==> src/hdl/rgb565_upscale_3to4_vblend_core_assert.svh <==
// Assertion macros for the upscaler core
`ifndef RGB565_UPSCALE_3TO4_VBLEND_CORE_ASSERT_SVH
`define RGB565_UPSCALE_3TO4_VBLEND_CORE_ASSERT_SVH

// same-cycle implication, disabled in reset
`define RGBUP_ASSERT_SAME(label, clk, rstn, ante, cons) \
    label: assert property (@(posedge clk) disable iff (!(rstn)) (ante) |-> (cons)) \
        else $error("%m: same-cycle check failed");

// next-cycle implication, disabled in reset
`define RGBUP_ASSERT_NEXT(label, clk, rstn, ante, cons) \
    label: assert property (@(posedge clk) disable iff (!(rstn)) (ante) |=> (cons)) \
        else $error("%m: next-cycle check failed");

`endif

==> src/hdl/rgbup_pkg.sv <==
`timescale 1ns / 1ps
`default_nettype none
package rgbup_pkg;

    localparam int GROUPS_PER_ROW_DEF = 80;

    localparam logic [7:0] SOURCE_ROWS_RESET = 8'd208;
    localparam logic [7:0] OUTPUT_ROWS_RESET = 8'd240;
    localparam logic [8:0] START_ROW_RESET   = 9'd8;

    localparam logic [15:0] MEAN_CARRY_MASK = 16'h0821;

    localparam int          APB_ADDR_W      = 4;
    localparam int          APB_DATA_W      = 32;
    localparam logic [1:0]  REG_SOURCE_ROWS = 2'd0;
    localparam logic [1:0]  REG_OUTPUT_ROWS = 2'd1;
    localparam logic [1:0]  REG_START_ROW   = 2'd2;

    typedef struct packed {
        logic [15:0] upper_left;
        logic [15:0] upper_mid;
        logic [15:0] upper_right;
        logic [15:0] lower_left;
        logic [15:0] lower_mid;
        logic [15:0] lower_right;
    } in_word_t;

    typedef struct packed {
        logic [15:0] pix0;
        logic [15:0] pix1;
        logic [15:0] pix2;
        logic [15:0] pix3;
        logic [9:0]  next_source_row;
        logic        row_done;
        logic        frame_done;
    } out_word_t;

    typedef struct packed {
        logic [9:0] next_source_row;
        logic       row_done;
        logic       frame_done;
    } seq_info_t;

    function automatic logic [15:0] mean565(input logic [15:0] p, input logic [15:0] q);
        logic [16:0] sum;
        sum = {1'b0, p} + {1'b0, q} + {1'b0, (p ^ q) & MEAN_CARRY_MASK};
        return sum[16:1];
    endfunction

endpackage
`default_nettype wire

==> src/hdl/rgbup_lane.sv <==
`timescale 1ns / 1ps
`default_nettype none
module rgbup_lane
    import rgbup_pkg::*;
(
    input  wire logic        aclk,
    input  wire logic        en,
    input  wire logic        blend,
    input  wire logic [15:0] upper,
    input  wire logic [15:0] lower,
    output logic      [15:0] pix_reg
);

    logic [15:0] pix_next;

    always_comb begin
        pix_next = blend ? mean565(upper, lower) : upper;
    end

    always_ff @(posedge aclk) begin
        if (en) begin
            pix_reg <= pix_next;
        end
    end

endmodule
`default_nettype wire

==> src/hdl/rgbup_merge.sv <==
`timescale 1ns / 1ps
`default_nettype none
module rgbup_merge
    import rgbup_pkg::*;
(
    input  wire logic      aclk,
    input  wire logic      en,
    input  wire logic [15:0] pix_a,
    input  wire logic [15:0] pix_b,
    input  wire logic [15:0] pix_c,
    input  wire seq_info_t info,
    output out_word_t      out_reg
);

    out_word_t   out_next;
    logic [15:0] mean_ab;
    logic [15:0] mean_bc;

    always_comb begin
        mean_ab                  = mean565(pix_a, pix_b);
        mean_bc                  = mean565(pix_b, pix_c);
        out_next.pix0            = pix_a;
        out_next.pix1            = {pix_b[15:5], mean_ab[4:0]};
        out_next.pix2            = {mean_bc[15:11], pix_b[10:0]};
        out_next.pix3            = pix_c;
        out_next.next_source_row = info.next_source_row;
        out_next.row_done        = info.row_done;
        out_next.frame_done      = info.frame_done;
    end

    always_ff @(posedge aclk) begin
        if (en) begin
            out_reg <= out_next;
        end
    end

endmodule
`default_nettype wire

==> src/hdl/rgbup_seq.sv <==
`timescale 1ns / 1ps
`default_nettype none
module rgbup_seq
    import rgbup_pkg::*;
#(
    parameter int GROUPS_PER_ROW = GROUPS_PER_ROW_DEF
) (
    input  wire logic       aclk,
    input  wire logic       aresetn,
    input  wire logic       step,
    input  wire logic [7:0] source_rows,
    input  wire logic [7:0] output_rows,
    input  wire logic [8:0] start_row,
    output logic            blend,
    output seq_info_t       info
);

    localparam int GW = (GROUPS_PER_ROW > 1) ? $clog2(GROUPS_PER_ROW) : 1;
    localparam logic [GW:0] GROUPS_LIMIT = (GW + 1)'(GROUPS_PER_ROW);

    logic [7:0]    acc_reg,   acc_next;
    logic [9:0]    src_reg,   src_next;
    logic          blend_reg, blend_next;
    logic [GW-1:0] group_reg, group_next;
    logic [7:0]    orow_reg,  orow_next;

    logic [8:0]    modulus;
    logic [8:0]    acc_sum;
    logic [8:0]    acc_sub;
    logic [8:0]    orow_inc;
    logic          row_end;
    logic          frame_end;

    always_comb begin
        modulus    = {(output_rows == 8'd0), output_rows};
        acc_sum    = {1'b0, acc_reg} + {1'b0, source_rows};
        acc_sub    = acc_sum - modulus;
        orow_inc   = {1'b0, orow_reg} + 9'd1;
        row_end    = (({1'b0, group_reg} + (GW + 1)'(1)) >= GROUPS_LIMIT);
        frame_end  = 1'b0;
        acc_next   = acc_reg;
        src_next   = src_reg;
        blend_next = blend_reg;
        orow_next  = orow_reg;
        group_next = group_reg + GW'(1);
        if (row_end) begin
            group_next = '0;
            if (acc_sum >= modulus) begin
                acc_next   = (acc_sub >= modulus) ? 8'(modulus - 9'd1) : acc_sub[7:0];
                src_next   = src_reg + 10'd1;
                blend_next = 1'b0;
            end else begin
                acc_next   = acc_sum[7:0];
                blend_next = 1'b1;
            end
            orow_next = orow_inc[7:0];
            if (orow_inc >= modulus) begin
                frame_end  = 1'b1;
                orow_next  = '0;
                acc_next   = '0;
                blend_next = 1'b0;
                src_next   = {1'b0, start_row};
            end
        end
        blend                = blend_reg;
        info.next_source_row = src_next;
        info.row_done        = row_end;
        info.frame_done      = frame_end;
    end

    always_ff @(posedge aclk) begin
        if (!aresetn) begin
            acc_reg   <= '0;
            src_reg   <= {1'b0, START_ROW_RESET};
            blend_reg <= 1'b0;
            group_reg <= '0;
            orow_reg  <= '0;
        end else if (step) begin
            acc_reg   <= acc_next;
            src_reg   <= src_next;
            blend_reg <= blend_next;
            group_reg <= group_next;
            orow_reg  <= orow_next;
        end
    end

endmodule
`default_nettype wire

==> src/hdl/rgb565_upscale_3to4_vblend_core.sv <==
// An accepted input word is registered in the three lane registers, then in the merge register.
// Throughput: one word per cycle while the output is not stalled; three blend lanes feed one merge register.
// Output stall backs up through the two stages; input stays ready while a stage is free.
// Reset (aresetn low, synchronous): pipeline empties, counters and accumulator clear,
// source row and registers return to their defaults.
`timescale 1ns / 1ps
`default_nettype none
`include "rgb565_upscale_3to4_vblend_core_assert.svh"
module rgb565_upscale_3to4_vblend_core
    import rgbup_pkg::*;
#(
    parameter int GROUPS_PER_ROW = GROUPS_PER_ROW_DEF
) (
    input  wire logic                  aclk,
    input  wire logic                  aresetn,
    input  wire logic                  s_valid,
    output logic                       s_ready,
    input  wire in_word_t              s_data,
    output logic                       m_valid,
    input  wire logic                  m_ready,
    output out_word_t                  m_data,
    input  wire logic                  psel,
    input  wire logic                  penable,
    input  wire logic                  pwrite,
    input  wire logic [APB_ADDR_W-1:0] paddr,
    input  wire logic [APB_DATA_W-1:0] pwdata,
    output logic      [APB_DATA_W-1:0] prdata,
    output logic                       pready
);

    logic [7:0] source_rows_reg;
    logic [7:0] output_rows_reg;
    logic [8:0] start_row_reg;
    logic       cfg_wr;
    logic [1:0] cfg_idx;

    logic       v1_reg;
    logic       v2_reg;
    logic       adv1;
    logic       take;
    logic       blend;
    seq_info_t  info;
    seq_info_t  info1_reg;
    logic [15:0] pix_a_reg;
    logic [15:0] pix_b_reg;
    logic [15:0] pix_c_reg;

    assign pready  = 1'b1;
    assign cfg_wr  = psel & penable & pwrite;
    assign cfg_idx = paddr[3:2];

    always_comb begin
        case (cfg_idx)
            REG_SOURCE_ROWS: prdata = {24'd0, source_rows_reg};
            REG_OUTPUT_ROWS: prdata = {24'd0, output_rows_reg};
            REG_START_ROW:   prdata = {23'd0, start_row_reg};
            default:         prdata = '0;
        endcase
    end

    always_ff @(posedge aclk) begin
        if (!aresetn) begin
            source_rows_reg <= SOURCE_ROWS_RESET;
            output_rows_reg <= OUTPUT_ROWS_RESET;
            start_row_reg   <= START_ROW_RESET;
        end else if (cfg_wr) begin
            case (cfg_idx)
                REG_SOURCE_ROWS: source_rows_reg <= pwdata[7:0];
                REG_OUTPUT_ROWS: output_rows_reg <= pwdata[7:0];
                REG_START_ROW:   start_row_reg   <= pwdata[8:0];
                default: ;
            endcase
        end
    end

    assign adv1    = !v2_reg || m_ready;
    assign s_ready = !v1_reg || adv1;
    assign take    = s_valid && s_ready;
    assign m_valid = v2_reg;

    always_ff @(posedge aclk) begin
        if (!aresetn) begin
            v1_reg <= 1'b0;
            v2_reg <= 1'b0;
        end else begin
            if (s_ready) begin
                v1_reg <= take;
            end
            if (adv1) begin
                v2_reg <= v1_reg;
            end
        end
    end

    always_ff @(posedge aclk) begin
        if (take) begin
            info1_reg <= info;
        end
    end

    rgbup_seq #(
        .GROUPS_PER_ROW(GROUPS_PER_ROW)
    ) u_seq (
        .aclk        (aclk),
        .aresetn     (aresetn),
        .step        (take),
        .source_rows (source_rows_reg),
        .output_rows (output_rows_reg),
        .start_row   (start_row_reg),
        .blend       (blend),
        .info        (info)
    );

    rgbup_lane u_lane_a (
        .aclk    (aclk),
        .en      (take),
        .blend   (blend),
        .upper   (s_data.upper_left),
        .lower   (s_data.lower_left),
        .pix_reg (pix_a_reg)
    );

    rgbup_lane u_lane_b (
        .aclk    (aclk),
        .en      (take),
        .blend   (blend),
        .upper   (s_data.upper_mid),
        .lower   (s_data.lower_mid),
        .pix_reg (pix_b_reg)
    );

    rgbup_lane u_lane_c (
        .aclk    (aclk),
        .en      (take),
        .blend   (blend),
        .upper   (s_data.upper_right),
        .lower   (s_data.lower_right),
        .pix_reg (pix_c_reg)
    );

    rgbup_merge u_merge (
        .aclk    (aclk),
        .en      (adv1 && v1_reg),
        .pix_a   (pix_a_reg),
        .pix_b   (pix_b_reg),
        .pix_c   (pix_c_reg),
        .info    (info1_reg),
        .out_reg (m_data)
    );

    `RGBUP_ASSERT_SAME(a_frame_ends_row, aclk, aresetn, m_valid && m_data.frame_done, m_data.row_done)
    `RGBUP_ASSERT_SAME(a_full_blocks_input, aclk, aresetn, v1_reg && v2_reg && !m_ready, !s_ready)
    `RGBUP_ASSERT_NEXT(a_take_fills_stage, aclk, aresetn, take, v1_reg)

endmodule
`default_nettype wire

==> config.mk <==
export PLATFORM = sky130hd
export DESIGN_NAME = rgb565_upscale_3to4_vblend_core
export DESIGN_NICKNAME = d
export VERILOG_FILES = /design/src/hdl/rgbup_pkg.sv /design/src/hdl/rgbup_lane.sv /design/src/hdl/rgbup_merge.sv /design/src/hdl/rgbup_seq.sv /design/src/hdl/rgb565_upscale_3to4_vblend_core.sv
export VERILOG_INCLUDE_DIRS = /design/src /design/src/hdl
export SDC_FILE = /design/constraint.sdc
export NUM_CORES = 1
export LEC_CHECK = 0
export ABC_AREA = 1
export BUFFER_PORTS_ARGS = -buffer_cell sky130_fd_sc_hd__buf_2
export CAP_MARGIN = 20
export CORE_ASPECT_RATIO = 0.8
export CORE_MARGIN = 3
export CORE_UTILIZATION = 58
export CTS_BUF_LIST = sky130_fd_sc_hd__clkbuf_2
export DETAILED_ROUTE_END_ITERATION = 6
export PLACE_DENSITY = 0.83
export SETUP_SLACK_MARGIN = 0.4
export SYNTH_ARGS = -nofsm -noshare
export SYNTH_HDL_FRONTEND = slang
export SYNTH_SLANG_ARGS = --single-unit
==> constraint.sdc <==
create_clock -name aclk -period 5.8 [get_ports aclk]
set_input_delay 1.45 -clock aclk [delete_from_list [all_inputs] [get_ports aclk]]
set_output_delay 1.45 -clock aclk [all_outputs]
set_load 0.02 [all_outputs]
==> flow_summary.ini <==
[outcome]
status = finished, final reports clean

[route]
wl_per_cell_um = 15.3
viasPerCell = 5.45
postRouteAntennaNets = 0
vias = 11200
first_pass_iters = 5
post-route-drc-count = 0
wirelength_um = 31500
drtIter0Drc = 855

[pwr]
p_leak_nw = 7.17
power_frac_seq_pct = 50.8
switchingPower_mw = 1.11
ir_worst_vdd_uv = 131
internal_power_mw = 2.00
power_frac_clock_pct = 20.1
pwr-share-comb_pct = 29.2
powerDensity_nw_per_um2 = 215
swShare_pct = 35.6

[sta]
finalHoldViolCount = 0
finalSetupViolations = 0
drv_slew = 0
worst_pin_slew_ns = 0.942
timing.setup.tns_ns = 0
timing.final.crit_share_pct = 75.6
finClkSkew_ns = 0.0649
hold_ws_ns = 0.432
fmax_ghz = 0.228
period_needed_ns = 4.39
slew_headroom_pct = 37.0
rsz0062_at_grt = false

[logic_synthesis]
synth_area_um2 = 13100
synthCells = 1550
ys_types = 47
synth_top_cell_by_area = edfxtp_1
synth-async-reset-ratio_pct = 0
yosysMostFrequentCell = nand2_1
synth_commonest_cells = 357 x nand2_1, 174 x inv_1, 165 x ha_1
yosys_warnings = 0
yosys-top-cells-area = edfxtp_1 30%, ha_1 16%, nand2_1 10%
yosysSeqAreaShare_pct = 39.1
ys_seq_elements = 191
synth-edff-count = 130
synth_top_area_share_pct = 29.8
avgSynthCellArea_um2 = 8.45
synthFlopType = edfxtp_1

[placement]
placed_area_um2 = 14200
dpl.hpwl_um = 25200
io_buffers = 200
gp_congestion = 0.934

[clocking]
path_clk_slew_ns = 0.33
cts_max_path_buffers = 2
clkLatencyLatePin_ns = 0.82
cts_sinks = 191
htreeDepth = 4
post-cts-setup-buffer-count = 0
cts_buffers = 17
cts_tree = yes
cts_root_buf = clkbuf_2
cts.repair.resized = 0
cts_hold_buf = 0

[floorplanning]
fp.dieW_um = 174
die_h_um = 140
pin_count = 250
dieArea_um2 = 24400
core.rowCount = 48
design.core.area_um2 = 21900
start_util_pct = 59.9

[final_layout]
nNetsFinal = 2052
finalInstanceArea_um2 = 14500
layout-drive-gt1-share_pct = 15.0
largest_reg_flops = 70
synthToLayoutAreaGrowth_pct = 10.5

[flow_run]
drv_cap = 0

[grt]
grt_pass1_vias = 10500
grt_max_degree = 73
grt_pass1_wl_um = 51100
antenna_found_initial = 2
grt_use_total_pct = 25.8
grt-ovfl-total = 0

[hold_path]
hp-class = flip-flop to flip-flop

[critical_path]
worstPathRequired_ns = 6.58
crit_path_start_kind = flip-flop
critPathCaptureType = flip-flop
worstPathArrival_ns = 5.17
critPathMaxFanout = 11
crit_type = flip-flop to flip-flop
[power by group through the flow]
stage	combinational, mW	sequential [mW]	clock, mW
after floorplan	0.641	1.63	0
final	0.908	1.58	0.625
after CTS	0.901	1.58	0.634
after global routing	1.03	1.59	0.694
after detailed placement	0.893	1.61	0
after global placement	0.868	1.61	0
[worst max-delay path, stage by stage, from the launching register on]
cell      delay [ns]
dfxtp_1         0.40
ha_1            0.28
fa_1            0.43
nand3_1         0.09
nand2_1         0.06
nand2_1         0.07
nand2_1         0.05
nand2_1         0.05
nand2_1         0.07
xor2_1          0.24
inv_1           0.07
ha_1            0.38
nand2_1         0.08
nor2_1          0.12
a21oi_1         0.08
o21ai_0         0.12
xor2_1          0.21
ha_1            0.27
nand2_1         0.14
nor2_1          0.08
nand3b_1        0.08
nand4_1         0.34
inv_1           0.29
nand2_1         0.08
nand3_1         0.09
nand3_1         0.12
nand2_1         0.07
[metal layers]
metal / vias to the layer above / GRT usage, % / routed length (um)
li1: 5600 / - / -
met1: 5147 / 35.6 / 14500
met2: 411 / 42.4 / 14300
met3: 39 / 4.58 / 2150
met4: 2 / 6.64 / 509
met5: - / 0 / 7
[final timing paths]
| check | from | endpoint | slack (ns) | cells after the start |
|---|---|---|---|---|
| min reg2reg | u_lane_a.pix_reg[10] | u_merge.out_reg[70] | 0.43 | 0 |
| max | source_rows_reg[0] | u_seq.acc_reg[3] | 1.41 | 26 |
| max reg2reg | source_rows_reg[0] | u_seq.acc_reg[3] | 1.41 | 26 |
| min | u_lane_a.pix_reg[10] | u_merge.out_reg[70] | 0.43 | 0 |
[cell type report]
type | count | area [um2]
clock inverters | 15 | 140
diodes | 1 | 2.50
multi-input cells | 1145 | 7020
fillers | 1849 | 7390
well taps | 300 | 375
flip-flops and latches | 191 | 5120
repair buffers | 205 | 1040
clock buffers | 17 | 85.1
inverters | 182 | 688
[stage by stage]
step	instances	setup slack [ns]	utilization (%)	power, mW
after floorplan	1572	1.82	-	2.27
after global placement	2023	1.69	65.2	2.48
after detailed placement	2023	1.53	65.2	2.50
after CTS	2055	1.46	66.2	3.12
after global routing	2056	0.949	66.2	3.31
final	2056	1.41	66.2	3.11
[kinds of logic after synthesis]
group / Yosys count / share of synthesized area, %
XOR/XNOR: 63 / 4.21
other: 2 / 0.0573
buffers and inverters: 236 / 7.97
AND/OR/NAND/NOR: 632 / 21.0
AO/OA/AOI/OAI: 255 / 11.0
flip-flops: 191 / 39.1
adder cells (fa/ha/maj): 171 / 16.7
[cell usage in the layout, fill, tap and decap left out, types with 12 or more instances in the layout]
| master | n |
|---|---|
| ha_1 | 165 |
| a21oi_1 | 84 |
| conb_1 | 24 |
| buf_2 | 200 |
| xor2_1 | 39 |
| o211ai_1 | 18 |
| nand2_1 | 357 |
| nand3_1 | 110 |
| inv_1 | 173 |
| clkbuf_2 | 17 |
| o21bai_1 | 13 |
| nor3_1 | 21 |
| nand3b_1 | 12 |
| dfxtp_1 | 61 |
| edfxtp_1 | 130 |
| xnor2_1 | 24 |
| nor2_1 | 94 |
| nand4_1 | 13 |
| o21ai_0 | 96 |
Note: power is estimated with default switching activity, not from simulation.
